## config.mk

```make
export PLATFORM = sky130hd
export DESIGN_NAME = rlps_div
export DESIGN_NICKNAME = d
export VERILOG_FILES = /design/src/assert_macros.svh /design/src/rlps_pkg.sv /design/src/rlps_div.sv
export SDC_FILE = /design/constraint.sdc
export NUM_CORES = 1
export LEC_CHECK = 0
export BUFFER_PORTS_ARGS = -buffer_cell sky130_fd_sc_hd__buf_2
export CAP_MARGIN = 20
export CORE_MARGIN = 3
export CORE_UTILIZATION = 50
export DETAILED_ROUTE_END_ITERATION = 8
export PLACE_DENSITY = 0.82
export SYNTH_ARGS = -nofsm -noshare
export SYNTH_HDL_FRONTEND = slang
export SYNTH_SLANG_ARGS = --single-unit
```

## constraint.sdc

```tcl
create_clock -name clk -period 2.8 [get_ports clk]
set_input_delay 0.14 -clock clk [delete_from_list [all_inputs] [get_ports clk]]
set_output_delay 0.14 -clock clk [all_outputs]
set_load 0.01 [all_outputs]
```

## src/assert_macros.svh

```systemverilog
`ifndef ASSERT_MACROS_SVH
`define ASSERT_MACROS_SVH

// Single-cycle or temporal check, sampled on clk, idle during reset.
`define RLPS_ASSERT(lbl, prop) \
  lbl: assert property (@(posedge clk) disable iff (!rst_n) prop) \
    else $error("rlps assertion failed");

// Implication form.
`define RLPS_ASSERT_IMP(lbl, ante, cons) \
  `RLPS_ASSERT(lbl, (ante) |-> (cons))

`endif

```

## src/rlps_pkg.sv

```systemverilog
package rlps_pkg;

  localparam int PROG_DEPTH = 256;
  localparam int PROG_AW    = $clog2(PROG_DEPTH);
  localparam int DIV_STEPS  = 16;

  localparam logic [15:0] SPB_RESET = 16'd15000;

  localparam logic [1:0] REQ_WRITE = 2'd0;
  localparam logic [1:0] REQ_START = 2'd1;
  localparam logic [1:0] REQ_TICK  = 2'd2;

  localparam logic [1:0] MODE_FLASH = 2'd0;
  localparam logic [1:0] MODE_FADE  = 2'd1;
  localparam logic [1:0] MODE_UP    = 2'd2;
  localparam logic [1:0] MODE_DOWN  = 2'd3;

  localparam logic [1:0] COLOR_BAD = 2'd3;
  localparam logic [1:0] CH_NONE   = 2'd3;

  localparam logic [1:0] FLT_NONE  = 2'd0;
  localparam logic [1:0] FLT_COLOR = 2'd1;
  localparam logic [1:0] FLT_RATE  = 2'd2;
  localparam logic [1:0] FLT_SEG   = 2'd3;

  typedef struct packed {
    logic [1:0] req_type;
    logic [1:0] channel;
    logic [7:0] word_address;
    logic [7:0] op_code;
    logic [7:0] step_rate;
    logic [7:0] beat_count;
    logic [7:0] brightness;
  } in_item_t;

  typedef struct packed {
    logic [1:0]  lit_channel;
    logic [7:0]  level;
    logic [15:0] tick_period;
    logic        advanced;
    logic [7:0]  program_index;
    logic [1:0]  fault;
    logic        final_result;
  } out_item_t;

  typedef enum logic [3:0] {
    ST_IDLE,
    ST_SCAN_RD,
    ST_SCAN_CHK,
    ST_SCAN_DONE,
    ST_LD_RD,
    ST_LD_CHK,
    ST_LD_DIV,
    ST_LD_APPLY,
    ST_TICK,
    ST_EMIT
  } state_t;

endpackage

```

## src/rlps_div.sv

```systemverilog
module rlps_div
  import rlps_pkg::*;
(
  input  logic        clk,
  input  logic        rst_n,
  input  logic        start,
  input  logic [15:0] dividend,
  input  logic [7:0]  divisor,
  output logic        done,
  output logic [15:0] quotient
);

  localparam int CW = $clog2(DIV_STEPS);

  logic          busy_r, busy_nxt;
  logic          done_r, done_nxt;
  logic [CW-1:0] cnt_r, cnt_nxt;
  logic [7:0]    rem_r, rem_nxt;
  logic [15:0]   quo_r, quo_nxt;
  logic [7:0]    dvs_r, dvs_nxt;
  logic [8:0]    trial;
  logic [8:0]    diff;

  assign trial = {rem_r, quo_r[15]};
  assign diff  = trial - {1'b0, dvs_r};

  always_comb begin
    busy_nxt = busy_r;
    done_nxt = 1'b0;
    cnt_nxt  = cnt_r;
    rem_nxt  = rem_r;
    quo_nxt  = quo_r;
    dvs_nxt  = dvs_r;
    if (start) begin
      busy_nxt = 1'b1;
      cnt_nxt  = '0;
      rem_nxt  = '0;
      quo_nxt  = dividend;
      dvs_nxt  = divisor;
    end else if (busy_r) begin
      if (trial >= {1'b0, dvs_r}) begin
        rem_nxt = diff[7:0];
        quo_nxt = {quo_r[14:0], 1'b1};
      end else begin
        rem_nxt = trial[7:0];
        quo_nxt = {quo_r[14:0], 1'b0};
      end
      cnt_nxt = cnt_r + 1'b1;
      if (cnt_r == CW'(DIV_STEPS - 1)) begin
        busy_nxt = 1'b0;
        done_nxt = 1'b1;
      end
    end
  end

  always_ff @(posedge clk) begin
    if (!rst_n) begin
      busy_r <= 1'b0;
      done_r <= 1'b0;
      cnt_r  <= '0;
    end else begin
      busy_r <= busy_nxt;
      done_r <= done_nxt;
      cnt_r  <= cnt_nxt;
    end
    rem_r <= rem_nxt;
    quo_r <= quo_nxt;
    dvs_r <= dvs_nxt;
  end

  assign done     = done_r;
  assign quotient = quo_r;

endmodule

```

Word level (Yosys, flattened, before mapping)
Index checks and enable logic that the tools add are counted.
{"block": "word_totals", "out_inout_bits": 17, "regBits": 38, "elab_cells": 23, "input_bits": 27}
{"block": "classes", "order_cmp": 1, "bitwise_logic": 2, "n_reduce_logical": 3, "addsub": 2, "muxes": 8, "eq_ne": 1}
{"cell": "$mux W16", "n": 2}
{"cell": "$ge A9 B8 Y1", "n": 1}
{"cell": "$mux W8", "n": 1}
{"cell": "$sub A8 B8 Y8", "n": 1}
{"cell": "$mux W1", "n": 5}
{"cell": "$add A4 B1 Y4 const B", "n": 1}
{"cell": "$eq A4 B4 Y1 const B", "n": 1}
{"cell": "$reduce_or A3 Y1", "n": 1}
{"cell": "$not A1 Y1", "n": 2}
{"cell": "$reduce_bool A2 Y1", "n": 1}
{"cell": "$reduce_or A2 Y1", "n": 1}

Logic depth before layout (Yosys ltp)
{"block": "logic_depth", "word_depth": 4, "depth_mapped": 8, "mapped_depth_nobuf": 8}

Worst setup path before layout
No wires, ideal clock.
{"block": "synth_path", "path_kind": "reg2reg", "from": "register quo_r[15], in the netlist quotient[15]", "to": "register rem_r[6]", "path_slack_ps": 697, "period_less_slack_ps": 2103, "n_path_buf": 0, "stages_incl_launch_ff": 9, "arrival_ps": 2012, "setup_time_ps": 91, "required_time_ps": 2709, "path_cell_list": "edfxtp_1 > inv_1 > ha_1 > fa_1 > nand2b_1 > a2111oi_0 > a311oi_1 > a21o_1 > a311oi_1"}
{"block": "synth_between", "elab_chain_len": 2, "word_cells_on_any_way": 3, "classes_between": "1 x add/sub; 1 x order compare; 1 x mux"}
{"element": "from (decl)", "line": "rlps_div.sv:19", "source": "logic [15:0] quo_r, quo_nxt;"}
{"element": "from (signal assigned)", "line": "rlps_div.sv:67", "source": "quo_r <= quo_nxt;"}
{"element": "$sub A8 B8 Y8 / $ge A9 B8 Y1 (equally long branches)", "line": "rlps_div.sv:25, rlps_div.sv:41"}
{"element": "$mux W8 (*)", "line": "rlps_div.sv:41", "source": "if (trial >= {1'b0, dvs_r}) begin"}
{"element": "to (signal assigned)", "line": "rlps_div.sv:66", "source": "rem_r <= rem_nxt;"}
{"element": "to (decl)", "line": "rlps_div.sv:18", "source": "logic [7:0] rem_r, rem_nxt;"}
Mark *: on every way between the ends. The rest lies on a longest branch, timed or not.
A chain may end at the register's enable or synchronous reset.

Final worst setup path
Ends and elaborated chain as after synthesis.

==> flow_summary_export.csv <==
group,metric,value,unit
logic_synthesis,yosys_register_bits,38,
global_routing,grt_overflow,0,
finish,drive_gt1_share,31.5,%
route,routed_via_density,5.47,
logic_synthesis,synth_area,1960,sq um
pwr,power,1.33,mW
logic_synthesis,synth_xor_area_share,3.13,%
clock_tree,cts_sinks,38,
sta,finalSetupViolCount,0,
clock_tree,numCtsBuffers,5,
logic_synthesis,synth.distinct_cells,40,
finish,fin_nets,258,
logic_synthesis,synthMuxAreaShare,9.14,%
placement,gp_congestion,0.851,
clock_tree,h-tree-depth,2,
clock_tree,path_clk_slew,70,ps
global_routing,antenna_found_initial,0,
sta,clock.fmax,408,MHz
route,routed.top_layer,"met4",
clock_tree,cts-resized-gates,0,
finish,antenna_cells,0,
run_status,run_status,"complete, no violations",
sta,period_minus_slack,2450,ps
worst_setup_path,cp.arrival,2650,ps
job,max_cap_viol_count,0,
pwr,peakVddDrop,0.000385,V
clock_tree,clock-root-buffer,"clkbuf_8",
logic_synthesis,synthArstFlopShare,0,%
global_routing,track_usage,18.3,%
logic_synthesis,synth_top_family_by_area,"compound AO/OA/AOI/OAI gates",
sta,maxSlewHeadroom,48.9,%
die,die_w,68.6,um
finish,stdcell_count,270,
route,routed_wl,3970,um
sta,finalClockSkew,8.93,ps
sta,tightest_slew,767,ps
die,die-area,4700,sq um
finish,area_growth,17.4,%
sta,timing.final.crit_share,87.5,%
clock_tree,clkLatencyLatePin,290,ps
route,first_pass_iters,4,
clock_tree,holdBufCountCts,0,
die,coreArea,3720,sq um
route,wl_per_cell,14.7,um
worst_setup_path,end_kind,"flop",
die,die_h,68.6,um
placement,port_buffers,43,
sta,final.setup.tns,0,ps
route,met2_length,2050,um
logic_synthesis,synth_edf_count,24,
logic_synthesis,ys_warn_count,0,
worst_setup_path,crit_type,"reg -> reg",
logic_synthesis,synthFlopType,"edfxtp_1",
die,rows,22,
global_routing,grt_max_degree,40,
pwr,power_density,579,nW/um^2
die,start_util,52.7,%
route,drc,0,
placement,dp_cells,262,
route,vias,1476,
placement,hpwlAfterDp,2950,um
route,wl_met1,1660,um
logic_synthesis,synthAdderAreaFrac,6.78,%
logic_synthesis,synth-simple-area-share,12.9,%
sta,worst_hold_slack,22.9,ps
logic_synthesis,syn_nets,213,
die,ios,44,
worst_setup_path,worst_setup_path_start_kind,"flop",
logic_synthesis,synth-compound-area-share,13.1,%
clock_tree,cts_tree,"built",
global_routing,grt_pass1_wl,6130,um
sta,slew_violations,0,
worst_setup_path,crit_fanout,3,
route,drt_iter0_drc,113,
global_routing,grt_pass1_vias,1329,
sta,hold_viol,0,
clock_tree,clk_path_buf_depth,2,
pwr,p_leak,0.918,nW
sta,rsz0062_at_grt,"false",
logic_synthesis,netlist_instances,176,
finish,fillers,316,
logic_synthesis,avgSynthCellArea,11.1,sq um
clock_tree,post_cts_buffers,0,
route,met3_length,162,um
route,final_antenna_net_count,0,
logic_synthesis,ys_seq_area_share,51.2,%
worst_setup_path,required,3000,ps
min_path,hp-class,"in -> reg",
finish,fin_util,61.8,%
[placed cells by master (no fill, tap or decap), types with 3 or more instances in the layout]
cell type / count
edfxtp_1: 24
clkbuf_1: 3
xnor2_1: 4
nor2b_1: 3
mux2_2: 15
a21oi_1: 5
nor2_1: 17
nand3_1: 6
nand2_1: 9
ha_1: 9
o21ai_0: 4
a311oi_1: 5
clkbuf_8: 5
inv_1: 14
xor2_1: 3
a21o_1: 3
buf_2: 43
dfxtp_1: 14
nand2b_1: 6
[cell type report]
class / instances / area [sq um] / area share (%)
inverter: 14 / 52.6 / 2.29
timing repair buffer: 44 / 223 / 9.70
multi-input combinational: 118 / 881 / 38.3
clock buffer: 8 / 80.1 / 3.49
sequential: 38 / 1000 / 43.6
tap: 48 / 60.1 / 2.61
[worst max-delay path, cell delays in order, from the launching register on]
cell	delay (ps)
edfxtp_1	370
inv_1	50
ha_1	220
fa_1	410
nand2b_1	210
a2111oi_0	580
a311oi_1	120
a21o_1	180
a311oi_1	230
[Yosys cell counts, types with 3 or more instances]
library cell	instances	area, sq um
edfxtp_1	24	721
nor2_1	17	63.8
mux2_2	15	169
dfxtp_1	14	280
inv_1	14	52.6
ha_1	9	113
nand2_1	9	33.8
nand2b_1	6	37.5
nand3_1	6	30.0
a21oi_1	5	25.0
a311oi_1	5	43.8
o21ai_0	4	20.0
xnor2_1	4	35.0
a21o_1	3	22.5
buf_1	3	11.3
clkbuf_1	3	11.3
nor2b_1	3	18.8
xor2_1	3	26.3
[registers in the layout, indices dropped and copies added (netlist names)]
signal	cells
busy_r	1
cnt_r	4
done	1
dvs_r	8
quotient	16
rem_r	8
[kinds of logic (layout without fill, tap and decap cells)]
logic type / count (synthesis) / count (layout)
compound gates: 34 / 34
xor+xnor: 7 / 7
fa+ha+maj: 10 / 10
buf+inv: 20 / 66
flops: 38 / 38
mux: 16 / 16
simple gates: 51 / 51
[report_power, final]
group / total (mW) / switching, mW / leakage (nW) / internal (mW)
registers: 0.680 / 0.0279 / 0.354 / 0.652
clock network: 0.353 / 0.176 / 0.0395 / 0.177
logic: 0.297 / 0.165 / 0.525 / 0.131
[final timing paths]
path                                              from                    end  slack [ps]  depth (start not counted)
worst max-delay path            quotient[15]$_DFFE_PP_  rem_r[6]$_SDFFE_PP0P_         350                          8
worst min-delay path                        divisor[6]     dvs_r[6]$_DFFE_PP_          20                          1
worst max register to register  quotient[15]$_DFFE_PP_  rem_r[6]$_SDFFE_PP0P_         350                          8
worst min register to register   cnt_r[3]$_SDFFE_PP0P_        done$_SDFF_PP0_         500                          2
[stage by stage]
stage | cell area (sq um) | setup WS [ps]
global route | 2300 | 173
floorplan | 1960 | 697
CTS | 2300 | 357
global placement | 2220 | 667
detailed placement | 2220 | 365
finish | 2300 | 349
[per-layer routing]
layer	global-route usage, %	up-vias
met5	0	-
met4	9.68	0
met3	3.73	11
met2	30.5	34
met1	22.1	696
li1	-	735
Power figures use the tool's default switching activity.
